--- src/fir16_pkg.sv ---
// Shared constants, types and the output clamp for the 16-tap FIR filter.
// No dependencies; every other file of the block refers to this package.
package fir16_pkg;

   localparam int TAPS         = 16;
   localparam int SAMPLE_WIDTH = 16;
   localparam int COEFF_WIDTH  = 16;
   localparam int OUT_WIDTH    = 36;

   localparam int COEFF_WORDS  = 4;
   localparam int CSR_WORD_W   = 64;
   localparam int CSR_INDEX_W  = 8;
   localparam int COEFF_IDX_W  = $clog2(COEFF_WORDS);

   localparam int FILL_W       = $clog2(TAPS);
   localparam int LEVELS       = $clog2(TAPS);
   localparam int TREE_N       = 1 << LEVELS;

   localparam int PROD_W       = SAMPLE_WIDTH + COEFF_WIDTH;
   localparam int SUM_W        = (PROD_W + LEVELS > OUT_WIDTH) ? PROD_W + LEVELS : OUT_WIDTH;

   typedef logic signed [SAMPLE_WIDTH-1:0] sample_type;
   typedef logic signed [COEFF_WIDTH-1:0]  coeff_type;
   typedef logic signed [PROD_W-1:0]       prod_type;
   typedef logic signed [SUM_W-1:0]        sum_type;
   typedef logic signed [OUT_WIDTH-1:0]    out_type;
   typedef logic [CSR_WORD_W-1:0]          csr_word_type;
   typedef logic [CSR_INDEX_W-1:0]         csr_index_type;

   // Pipeline control handed from the top level to the adder tree
   typedef struct packed {
      logic advance;
      logic valid;
      logic last;
   } stage_ctl_type;

   localparam sum_type OUT_MAX = sum_type'((65'sd1 <<< (OUT_WIDTH - 1)) - 65'sd1);
   localparam sum_type OUT_MIN = sum_type'(-(65'sd1 <<< (OUT_WIDTH - 1)));

   // Saturate a full sum to the output range
   function automatic out_type sat_out(input sum_type v);
      out_type r;
      if (v > OUT_MAX) begin
         r = out_type'(OUT_MAX);
      end else if (v < OUT_MIN) begin
         r = out_type'(OUT_MIN);
      end else begin
         r = out_type'(v);
      end
      return r;
   endfunction

endpackage

--- src/fir16_tap_cell.sv ---
// One tap of the delay line: holds one history sample and registers its product.
// Uses fir16_pkg types; instantiated in a row by fir_filter_16_tap.
module fir16_tap_cell (
   input  logic                  clock,
   input  logic                  reset,
   input  logic                  shift,
   input  logic                  load,
   input  fir16_pkg::sample_type sample_in,
   input  fir16_pkg::coeff_type  coeff,
   output fir16_pkg::sample_type sample_out,
   output fir16_pkg::prod_type   product
);

   fir16_pkg::sample_type tap_ff;
   fir16_pkg::prod_type   prod_ff;
   fir16_pkg::prod_type   prod_in;

   assign prod_in = fir16_pkg::prod_type'(sample_in) * fir16_pkg::prod_type'(coeff);

   always_ff @(posedge clock) begin
      if (reset) begin
         tap_ff <= '0;
      end else if (shift) begin
         tap_ff <= sample_in;
      end
   end

   always_ff @(posedge clock) begin
      if (load) begin
         prod_ff <= prod_in;
      end
   end

   assign sample_out = tap_ff;
   assign product    = prod_ff;

endmodule

--- config.mk ---
export PLATFORM = sky130hd
export DESIGN_NAME = fir16_tap_cell
export DESIGN_NICKNAME = d
export VERILOG_FILES = /design/src/fir16_pkg.sv /design/src/fir16_tap_cell.sv
export SDC_FILE = /design/constraint.sdc
export NUM_CORES = 1
export LEC_CHECK = 0
export BUFFER_PORTS_ARGS = -buffer_cell sky130_fd_sc_hd__clkbuf_2
export CAP_MARGIN = 20
export CELL_PAD_IN_SITES_DETAIL_PLACEMENT = 1
export CELL_PAD_IN_SITES_GLOBAL_PLACEMENT = 2
export CORE_MARGIN = 5
export CORE_UTILIZATION = 35
export CTS_CLUSTER_SIZE = 30
export DETAILED_ROUTE_END_ITERATION = 8
export PLACE_DENSITY_LB_ADDON = 0.1
export SETUP_SLACK_MARGIN = 0.4
export SYNTH_ARGS = -nofsm -noshare
export SYNTH_HDL_FRONTEND = slang
export SYNTH_SLANG_ARGS = --single-unit
export TNS_END_PERCENT = 10
--- constraint.sdc ---
create_clock -name clock -period 6.8 [get_ports clock]
set_input_delay 0.34 -clock clock [delete_from_list [all_inputs] [get_ports clock]]
set_output_delay 0.34 -clock clock [all_outputs]
set_load 0.02 [all_outputs]
# [Word level (Yosys, flattened, before mapping)]
# Index checks and enable logic that the tools add are counted.
[word_totals] register_bits=48 in_bits=36 output_inout_bits=48 elab_cells=3
[op_classes] n_mul=1
[op_table] cell="$mul A16 B16 Y32" n=1

# [Logic depth before layout (Yosys ltp)]
[depth] word_depth=1 mapped_depth=22 mapped_depth_nobuf=21

# [Worst setup path after synthesis]
# Ideal clock, no wire load.
[synth_timing] kind="input -> register" start="input port sample_in[15]" end="register prod_ff[30] (netlist: product[30]) (data pin)" setup_ns=0.259 arrival_time_ns=5.840 t_required_ns=6.541 path_slack_ns=0.701 cell_stages=20 n_path_buf=1 cell_sequence="clkbuf_1 nand2_1 inv_1 fa_1 fa_1 fa_1 fa_1 fa_1 inv_1 fa_1 inv_1 ha_1 and3_1 nand2_1 o211a_1 o211ai_1 a31oi_2 o31ai_1 nor4b_1 a211o_1"
[synth_via] elab_chain_len=1
[synth_rtl] item="from (decl)" line_no="fir16_tap_cell.sv:8" text="input fir16_pkg::sample_type sample_in,"
[synth_rtl] item="$mul A16 B16 Y32" line_no="fir16_tap_cell.sv:18" text="assign prod_in = fir16_pkg::prod_type'(sample_in) * fir16_pkg::prod_type'(coeff);"
[synth_rtl] item="named net prod_in[30]" line_no="fir16_tap_cell.sv:16" text="fir16_pkg::prod_type prod_in;"
[synth_rtl] item="to (signal assigned)" line_no="fir16_tap_cell.sv:30" text="prod_ff <= prod_in;"
[synth_rtl] item="to (decl)" line_no="fir16_tap_cell.sv:15" text="fir16_pkg::prod_type prod_ff;"
# The timed path passes the listed nets, and every way through them passes these cells.
# A chain may end at the register's enable or synchronous reset.

# [Final worst setup path]
[layout_timing] start="input port coeff[1]" end="register prod_ff[29] (netlist: product[29]) (data pin)"
[layout_via] elab_chain_len=1
[layout_rtl] item="from (decl)" line_no="fir16_tap_cell.sv:9" text="input fir16_pkg::coeff_type coeff,"
[layout_rtl] item="$mul A16 B16 Y32" line_no="fir16_tap_cell.sv:18"
[layout_rtl] item="named net prod_in[29]" line_no="fir16_tap_cell.sv:16"
# The timed path passes the listed nets, and every way through them passes these cells.

==> flow_summary.ini <==
[clock_tree]
cts_setup_buffers = 0
clockBufferDepth = 2
cts_root_buf = clkbuf_16
cts_tree = yes
clk_pin_slew_ps = 80
cts_num_sinks = 48
htree_levels = 2
numCtsBuffers = 5
worstSkewPairLatency_ps = 300

[run_status]
status = complete, no violations

[grt]
grt_usage_pct = 18.61
grt_pass1_wl_um = 51250
grt_start_max_net_pins = 33
antenna_found_initial = 0
grt_pass1_vias = 8952
grt_overflow = 0

[detailed_routing]
routed_wl_um = 32420
via_per_inst = 4.764
final_antenna_net_count = 0
num_vias = 7836
drc = 0
routedWlPerCell_um = 19.71
drt_iter0_drc = 221
dr.pass1.iters = 4

[sta]
period_needed_ps = 6215
fin_crit_sh_pct = 91.40
fin_ws_ps = 584.7
setup_tns_ps = 0
setup_viol_count_final = 0
finalMaxSlewViolations = 0
worst_pin_slew_ps = 867.1
rsz0062_at_grt = yes
fmax_ghz = 0.1609
fin_worst_skew_ps = 0
hold_violations = 0
max_slew_margin_pct = 42.19

[min_path]
hold_class = register to register
hp-start = sample_out[15]$_SDFFE_PP0P_

[final_layout]
drive_gt1_share_pct = 10.30
seqCellArea_um2 = 1281
area_growth_pct = 10.21
fillerInstances = 3636
num-nets-final = 1622
multiInputGateArea_um2 = 8827
fin_util_pct = 39.36
antenna_cells = 0
final_area_um2 = 12480

[synth]
synth_edf_count = 32
postSynthCellCount = 1161
synth_fp_nets = 1541
synth_most_common_cell = inv_1
syn_avg_cell_area_um2 = 9.757
synth_warnings = 0
syn-cell-area_um2 = 11330
yosys-top-cells-count = 290 x inv_1, 262 x fa_1, 131 x nand2_1
async_flop_share_pct = 0
synth_seq_cells = 48
synthDominantCellAreaShare_pct = 46.30
synth.distinct_cells = 45
synth_seq_area_share_pct = 11.31
synthDominantAreaCellType = fa_1
synth_area_leaders = fa_1 46%, inv_1 9.6%, ha_1 9.1%
synthFlopType = edfxtp_1

[placement]
place_congestion = 0.7943
post-place-ws_ps = 230.0
portBuffers = 83
placed_area_um2 = 12310
dpl.hpwl_um = 28380

[worst_setup_path]
crit_arrival_ps = 6280
criticalPathCategory = input pin to register
required_ps = 6860
r2r_start = sample_out[10]$_SDFFE_PP0P_
endpoint_kind = register
cp_max_fo = 16
worstSetupStartpointType = input pin
critPathMostFrequentCell = fa_1
slowest_stage = fa_1
path_cells = clkbuf_2 > nand2_1 > fa_1 > fa_1 > fa_1 > fa_1 > inv_1 > fa_1 > fa_1 > ha_1 > and4_1 > a31oi_4 > nand3_2 > a2111oi_4 > nor2b_2 > a41oi_2 > o21ai_1 > xnor2_1
critPathLaunch = coeff[1]
critPathMaxStageDelay_ps = 600

[die]
io_pins = 84
dieArea_um2 = 36060
die_y_um = 189.9
fp.coreArea_um2 = 31720
initial_core_util_pct = 35.72
rows = 65
die_w_um = 189.9

[run]
maxCapViolCount = 0
-- timing repair --
action / 4_1_cts / 5_1_grt
setup endpoints to repair: 0 / 5
gates resized for setup: 0 / 2
hold buffers: 0 / 0
-- metrics by stage --
stage               hold slack (ps)  instances
detailed placement            484.9       1637
global route                  533.8       1645
CTS                           504.5       1645
global placement              477.2       1637
floorplan                     452.5       1161
finish                        495.3       1645
-- layer usage --
| metal | routed length [um] | global-route usage, % |
|---|---|---|
| met3 | 470 | 1.596 |
| met4 | 516 | 2.894 |
| met1 | 13200 | 22.90 |
| met5 | 0 | 0 |
| met2 | 18230 | 35.97 |
-- path summary, 6_finish.rpt --
kind,end,slack [ps],cells after the start
worst max-delay path,product[29]$_DFFE_PP_,580,18
worst min register to register,sample_out[15]$_SDFFE_PP0P_,500,2
worst min-delay path,sample_out[15]$_SDFFE_PP0P_,500,2
worst max register to register,sample_out[10]$_SDFFE_PP0P_,6100,2
-- critical path: cells and delay by family --
kind / cells / cell delay (ps)
xor gates and xnor gates: 1 / 130
and+or+nand+nor: 4 / 680
AOI/OAI and AO/OA: 4 / 1160
adders and majority gates: 7 / 3490
buffers and inverters: 2 / 450
-- cell usage in the layout (no fill, tap or decap), types with 10 or more instances in the layout --
master,synthesis,layout
inv_1,290,290
fa_1,262,261
nand2_1,131,131
and2_1,122,122
clkbuf_2,0,83
ha_1,82,82
nor2_1,41,41
edfxtp_1,32,32
xnor2_1,28,28
buf_4,0,27
a21oi_1,26,26
mux2i_1,16,16
dfxtp_1,16,16
o21ai_0,12,12
a21o_1,10,10
-- cell families (layout without fill, tap and decap cells) --
| family | Yosys count | after routing | synth area share [%] |
|---|---|---|---|
| flops | 48 | 48 | 11.31 |
| buf+inv | 326 | 408 | 10.80 |
| simple gates | 314 | 314 | 13.59 |
| compound gates | 79 | 79 | 4.904 |
| xor+xnor | 34 | 34 | 2.629 |
| fa+ha+maj | 344 | 344 | 55.36 |
| mux | 16 | 16 | 1.414 |
-- flip-flops by register name, indices dropped and copies added, names as in the netlist --
name / flops
product: 32
sample_out: 16
-- cell type report --
class,instances,area share [%]
Multi-Input combinational cell,787,70.71
Sequential cell,48,10.26
Inverter,290,8.719
Timing Repair Buffer,110,4.951
Tap cell,402,4.029
Clock buffer,5,1.002
Clock inverter,3,0.3307
Power is left out: the tool's default activity adds up to more than one toggle a clock period on the data nets, which glitch-free logic cannot reach.
