$ cat src/fir16_pkg.sv
// Shared constants, types and the output clamp for the 16-tap FIR filter.
// No dependencies; every other file of the block refers to this package.
package fir16_pkg;

   localparam int TAPS         = 16;
   localparam int SAMPLE_WIDTH = 16;
   localparam int COEFF_WIDTH  = 16;
   localparam int OUT_WIDTH    = 36;

   localparam int COEFF_WORDS  = 4;
   localparam int CSR_WORD_W   = 64;
   localparam int CSR_INDEX_W  = 8;
   localparam int COEFF_IDX_W  = $clog2(COEFF_WORDS);

   localparam int FILL_W       = $clog2(TAPS);
   localparam int LEVELS       = $clog2(TAPS);
   localparam int TREE_N       = 1 << LEVELS;

   localparam int PROD_W       = SAMPLE_WIDTH + COEFF_WIDTH;
   localparam int SUM_W        = (PROD_W + LEVELS > OUT_WIDTH) ? PROD_W + LEVELS : OUT_WIDTH;

   typedef logic signed [SAMPLE_WIDTH-1:0] sample_type;
   typedef logic signed [COEFF_WIDTH-1:0]  coeff_type;
   typedef logic signed [PROD_W-1:0]       prod_type;
   typedef logic signed [SUM_W-1:0]        sum_type;
   typedef logic signed [OUT_WIDTH-1:0]    out_type;
   typedef logic [CSR_WORD_W-1:0]          csr_word_type;
   typedef logic [CSR_INDEX_W-1:0]         csr_index_type;

   // Pipeline control handed from the top level to the adder tree
   typedef struct packed {
      logic advance;
      logic valid;
      logic last;
   } stage_ctl_type;

   localparam sum_type OUT_MAX = sum_type'((65'sd1 <<< (OUT_WIDTH - 1)) - 65'sd1);
   localparam sum_type OUT_MIN = sum_type'(-(65'sd1 <<< (OUT_WIDTH - 1)));

   // Saturate a full sum to the output range
   function automatic out_type sat_out(input sum_type v);
      out_type r;
      if (v > OUT_MAX) begin
         r = out_type'(OUT_MAX);
      end else if (v < OUT_MIN) begin
         r = out_type'(OUT_MIN);
      end else begin
         r = out_type'(v);
      end
      return r;
   endfunction

endpackage

$ cat src/fir16_adder_tree.sv
// Registered binary adder tree over the tap products, with valid/last tracking
// and output saturation. Uses fir16_pkg.
module fir16_adder_tree (
   input  logic                     clock,
   input  logic                     reset,
   input  fir16_pkg::stage_ctl_type ctl,
   input  fir16_pkg::prod_type      products [fir16_pkg::TAPS],
   output fir16_pkg::out_type       sum,
   output logic                     sum_valid,
   output logic                     sum_last
);

   localparam int NODES = fir16_pkg::TREE_N - 1;

   fir16_pkg::sum_type leaf    [fir16_pkg::TREE_N];
   fir16_pkg::sum_type node_ff [NODES];
   fir16_pkg::sum_type node_in [NODES];

   logic [fir16_pkg::LEVELS:0] vld_ff;
   logic [fir16_pkg::LEVELS:0] last_ff;

   // Pad the leaf row to a power of two with zeros
   for (genvar i = 0; i < fir16_pkg::TREE_N; i++) begin : g_leaf
      if (i < fir16_pkg::TAPS) begin : g_used
         assign leaf[i] = fir16_pkg::sum_type'(products[i]);
      end else begin : g_pad
         assign leaf[i] = '0;
      end
   end

   // Heap order: node k adds children 2k+1 and 2k+2; the last row reads leaves
   for (genvar k = 0; k < NODES; k++) begin : g_node
      localparam int LEFT  = 2 * k + 1;
      localparam int RIGHT = 2 * k + 2;
      if (LEFT >= NODES) begin : g_from_leaf
         assign node_in[k] = leaf[LEFT - NODES] + leaf[RIGHT - NODES];
      end else begin : g_from_node
         assign node_in[k] = node_ff[LEFT] + node_ff[RIGHT];
      end
   end

   always_ff @(posedge clock) begin
      if (ctl.advance) begin
         for (int k = 0; k < NODES; k++) begin
            node_ff[k] <= node_in[k];
         end
         last_ff <= {last_ff[fir16_pkg::LEVELS-1:0], ctl.last};
      end
   end

   always_ff @(posedge clock) begin
      if (reset) begin
         vld_ff <= '0;
      end else if (ctl.advance) begin
         vld_ff <= {vld_ff[fir16_pkg::LEVELS-1:0], ctl.valid};
      end
   end

   assign sum       = fir16_pkg::sat_out(node_ff[0]);
   assign sum_valid = vld_ff[fir16_pkg::LEVELS];
   assign sum_last  = last_ff[fir16_pkg::LEVELS];

endmodule

$ cat config.mk
export PLATFORM = sky130hd
export DESIGN_NAME = fir16_adder_tree
export DESIGN_NICKNAME = d
export VERILOG_FILES = /design/src/fir16_pkg.sv /design/src/fir16_adder_tree.sv
export SDC_FILE = /design/constraint.sdc
export NUM_CORES = 1
export LEC_CHECK = 0
export ABC_AREA = 0
export BUFFER_PORTS_ARGS = -buffer_cell sky130_fd_sc_hd__buf_2
export CORE_MARGIN = 3
export CORE_UTILIZATION = 50
export CTS_CLUSTER_DIAMETER = 40
export CTS_CLUSTER_SIZE = 30
export DETAILED_ROUTE_END_ITERATION = 7
export PLACE_DENSITY = 0.71
export SLEW_MARGIN = 40
export SYNTH_ARGS = -nofsm -noshare
export SYNTH_HDL_FRONTEND = slang
export SYNTH_SLANG_ARGS = --single-unit
$ cat constraint.sdc
create_clock -name clock -period 3.9 [get_ports clock]
set_clock_uncertainty 0.15 [all_clocks]
set_input_delay 0.195 -clock clock [delete_from_list [all_inputs] [get_ports clock]]
set_output_delay 0.195 -clock clock [all_outputs]
set_load 0.01 [all_outputs]
# Yosys cells after proc, flatten, opt, wreduce, memory -nomap -nowiden
# Memory sizes are Yosys's and may differ from the RTL's.
# Cells that the tools add are included.
[classes]
n_addsub = 15
mux = 4
order_cmp = 2
[op_table]
columns = ["op", "n"]
rows = [
  ["32-bit by 32-bit adder with 33-bit output", 8],
  ["36-bit adder", 7],
  ["36-bit 2-to-1 mux", 2],
  ["36-bit > comparator (second input constant)", 1],
  ["36-bit less-than comparator (second input constant)", 1],
  ["1-bit 2-to-1 mux", 2],
]
[totals]
inputBits = 517
memories = 1
regBits = 10
ram_bits = 540
[memory_table]
columns = ["memory", "words", "word_bits", "read_ports", "rd_clocked_by_memory_dff", "write_ports", "line", "text"]
rows = [
  ["node_ff", 15, 36, 15, 0, 15, "fir16_adder_tree.sv:16", "fir16_pkg::sum_type node_ff [NODES];"],
]

# Depth between registers and ports, before layout
[depth]
depth_word = 3
ltp_mapped = 12
mapped_depth_nobuf = 11

# Worst setup path after synthesis
# OpenSTA, ideal clock, no wires.
[synth_path]
kind = "register -> register"
startpoint = "mem node_ff[1][108] (netlist name)"
endpoint = "mem node_ff[0][212] (netlist name) (data pin)"
arrival_ns = 2.832
required_time_ns = 3.491
path_slack_ns = 0.660
n_path_buf = 0
period_less_slack_ns = 3.240
path_stages_with_launch = 12
path_cell_list = "edfxtp_1 -> ha_1 -> fa_1 -> a21oi_1 -> o2111ai_1 -> o31ai_1 -> a2111oi_0 -> o2111ai_1 -> nand2_1 -> a311o_1 -> a21oi_1 -> xnor2_1"
[synth_lines]
columns = ["item", "line"]
rows = [
  ["start, declared", "fir16_adder_tree.sv:16"],
]

==> results.yml <==
status:
  outcome: "finished clean"
flow_run:
  cap_violations: 0
setup_path:
  crit_buf_inv: 4
  worst-setup-path-type: "input port to register"
  critPathArrivalTime_ns: 3.90
  critPathSlowestCell: "dlygate4sd3_1"
  cpPeakStageDelay_ns: 0.56
  path_delay_family: "compound AO/OA/AOI/OAI gates"
  reg2reg_setup_slack_ns: 0.42
  worstPathCellList: "dlygate4sd3_1 -> buf_2 -> ha_1 -> a21o_1 -> a21oi_1 -> o21ai_0 -> o2111ai_1 -> a2111oi_0 -> buf_4 -> o41ai_2 -> o21ai_0 -> a21oi_1 -> xnor2_1 -> dlygate4sd3_1"
  cp-end-kind: "register"
  critical_path_required_ns: 4.11
  start_kind: "input port"
  worst-path-max-fanout: 3
global_routing:
  globalRoute.totalOverflow: 0
  grt_max_degree: 84
  grt_pass1_vias: 34900
  globalRouteTotalUtil_pct: 26.3
  antenna_found_initial: 2
  grt_pass1_wl_mm: 182
timing:
  worstMarginPinSlew_ns: 0.692
  report.final.slew_viol_count: 0
  maxSlewHeadroom_pct: 53.4
  finalCritPeriodShare_pct: 94.7
  period_needed_ns: 3.69
  tns_ns: 0
  rsz0062_at_grt: "no"
  setup_ws_ns: 0.207
  timing_hold_violations_final: 0
  finalSetupViolCount: 0
  fmax_mhz: 271
  holdWs_ns: 0.0117
floorplan:
  coreArea_sq_mm: 0.0798
  die_h_um: 291
  die_w_um: 291
  io_pins: 555
  die-area_sq_mm: 0.0847
  rows: 103
  start_util_pct: 50.9
final_layout:
  syn_to_final_growth_pct: 26.2
  layout-drive-gt1-share_pct: 15.4
  final_common_cell: "buf_2"
  nets: 5976
  final_design_area_no_fill_sq_mm: 0.0513
  layout_common_cells: "buf_2 (553), edfxtp_1 (521), ha_1 (493)"
  nFillCells: 6355
placed_design:
  dp_worst_setup_slack_ns: 0.262
  place_hpwl_mm: 88.2
  gp_congestion: 0.946
  portBuffers: 554
  placed_area_sq_mm: 0.0445
synthesis:
  muxShareOfSynthArea_pct: 0.148
  ys_seq_area_share_pct: 38.8
  syn_nets: 5052
  synth-edff-count: 521
  synth.avg_cell_area_sq_um: 10.1
  synth-async-reset-ratio_pct: 0
  synth_adder_area_share_pct: 15.9
  syn_inst: 4027
  synthXorXnorAreaFrac_pct: 9.70
  ys_seq_elements: 526
  synthSimpleGateAreaFrac_pct: 10.5
  synth_cell_type_count: 74
  synth-compound-area-share_pct: 22.9
  syn_area_sq_mm: 0.0406
  synth_flop_cell: "edfxtp_1"
  ys_warn_count: 0
  synth_top_family_by_area: "compound AO/OA/AOI/OAI gates"
route:
  vias: 35300
  drt_first_iter_violations: 2448
  via_per_inst: 5.82
  dr.pass1.iters: 5
  ant_nets: 0
  wl_mm: 115
  drc: 0
  wl_per_cell_um: 19.0
cts:
  clk_latency_ns: 0.63
  cts_tree: "done"
  cts_sinks: 526
  h-tree-depth: 3
  cts-root-buf: "clkbuf_16"
  cts_setup_buffers: 0
  cts_buffer_depth: 3
  cts.clk_slew.worst_paths_ns: 0.05
  cts_buffers: 86
power_and_ir_drop:
  p_leak_nw: 22.5
  p_per_area_mw_per_mm2: 642
  finalPower_mw: 32.9
  ir_drop_v: 0.000399
min_path:
  hp-class: "input port to register"
[Yosys cell counts (45+ instances only)]
master    instances  area, sq um
o21ai_0         222         1110
a21o_1          316         2370
o21a_1           53          398
nand4_1          53          332
and3_1           45          282
nor2b_1          49          307
inv_1            98          368
clkbuf_1        115          432
nand2_1         254          953
nor3_1           48          240
ha_1            493         6170
xnor2_1         286         2500
nand3_1          79          395
a31oi_1          49          307
o21bai_1         62          465
xor2_1          164         1440
edfxtp_1        521        15600
nor2_1          227          852
a21oi_1         441         2210
[final timing paths]
kind / from / endpoint / cells after the start
min reg2reg: last_ff[3]$_DFFE_PP_ / last_ff[4]$_DFFE_PP_ / 0
max: products[161] / node_ff[1][175]$_DFFE_PP_ / 14
max reg2reg: node_ff[0][253]$_DFFE_PP_ / node_ff[0][143]$_DFFE_PP_ / 10
min: products[38] / node_ff[1][222]$_DFFE_PP_ / 4
[registers in the layout, indices dropped and copies added, names as in the netlist]
| name | count |
|---|---|
| vld_ff | 5 |
| node_ff | 516 |
| last_ff | 5 |
[through the flow]
step / util [%] / std cells
final: 64.3 / 6073
after CTS: 64.2 / 6072
after detailed placement: 55.8 / 5534
after global placement: 55.8 / 5534
after floorplan: - / 4027
after global routing: 64.3 / 6072
[layout make-up]
| class | instances | area [sq um] | share of cell area [%] |
|---|---|---|---|
| antenna | 1 | 2.50 | 0.00488 |
| clock buffer | 87 | 2160 | 4.21 |
| clock inverter | 72 | 785 | 1.53 |
| inverter | 98 | 368 | 0.718 |
| multi-input combinational | 3286 | 24100 | 47.0 |
| sequential | 526 | 15700 | 30.7 |
| tap | 1050 | 1310 | 2.56 |
| timing repair buffer | 953 | 6790 | 13.2 |
[kinds of logic after synthesis]
group	Yosys count
muxes	6
adders and majority gates	508
AOI/OAI and AO/OA	1431
DFF	526
buffers and inverters	215
xor gates and xnor gates	450
and+or+nand+nor	891
[power by group]
| group | internal [mW] | leakage, nW | switching [mW] |
|---|---|---|---|
| Clock | 4.50 | 1.43 | 3.05 |
| Sequential | 8.93 | 5.14 | 0.860 |
| Combinational | 6.73 | 15.9 | 8.85 |
| Total | 20.2 | 22.5 | 12.8 |
[layer usage]
metal	share of wire, %	GRT usage, %	wire [um]	up-vias
met5	0.0095	0	11	-
met4	2.7	8.07	3160	2
met3	5.5	3.33	6330	211
met2	47	44.0	54500	1126
met1	45	35.6	51400	16800
li1	-	-	-	17200
[tightest hold or removal path, delay by kind of cell]
| family | cells | cell delay, ns |
|---|---|---|
| buffers and inverters | 1 | 0.08 |
| AO/OA/AOI/OAI | 1 | 0.06 |
| adder cells (fa/ha/maj) | 1 | 0.15 |
| AND/OR/NAND/NOR | 1 | 0.14 |
[timing repair]
action / CTS / global route
hold endpoints to repair: 264 / 0
hold buffers: 379 / 0
setup endpoints to repair: 0 / 6
gates resized for setup: 0 / 9
Power figures use the tool's default switching activity.
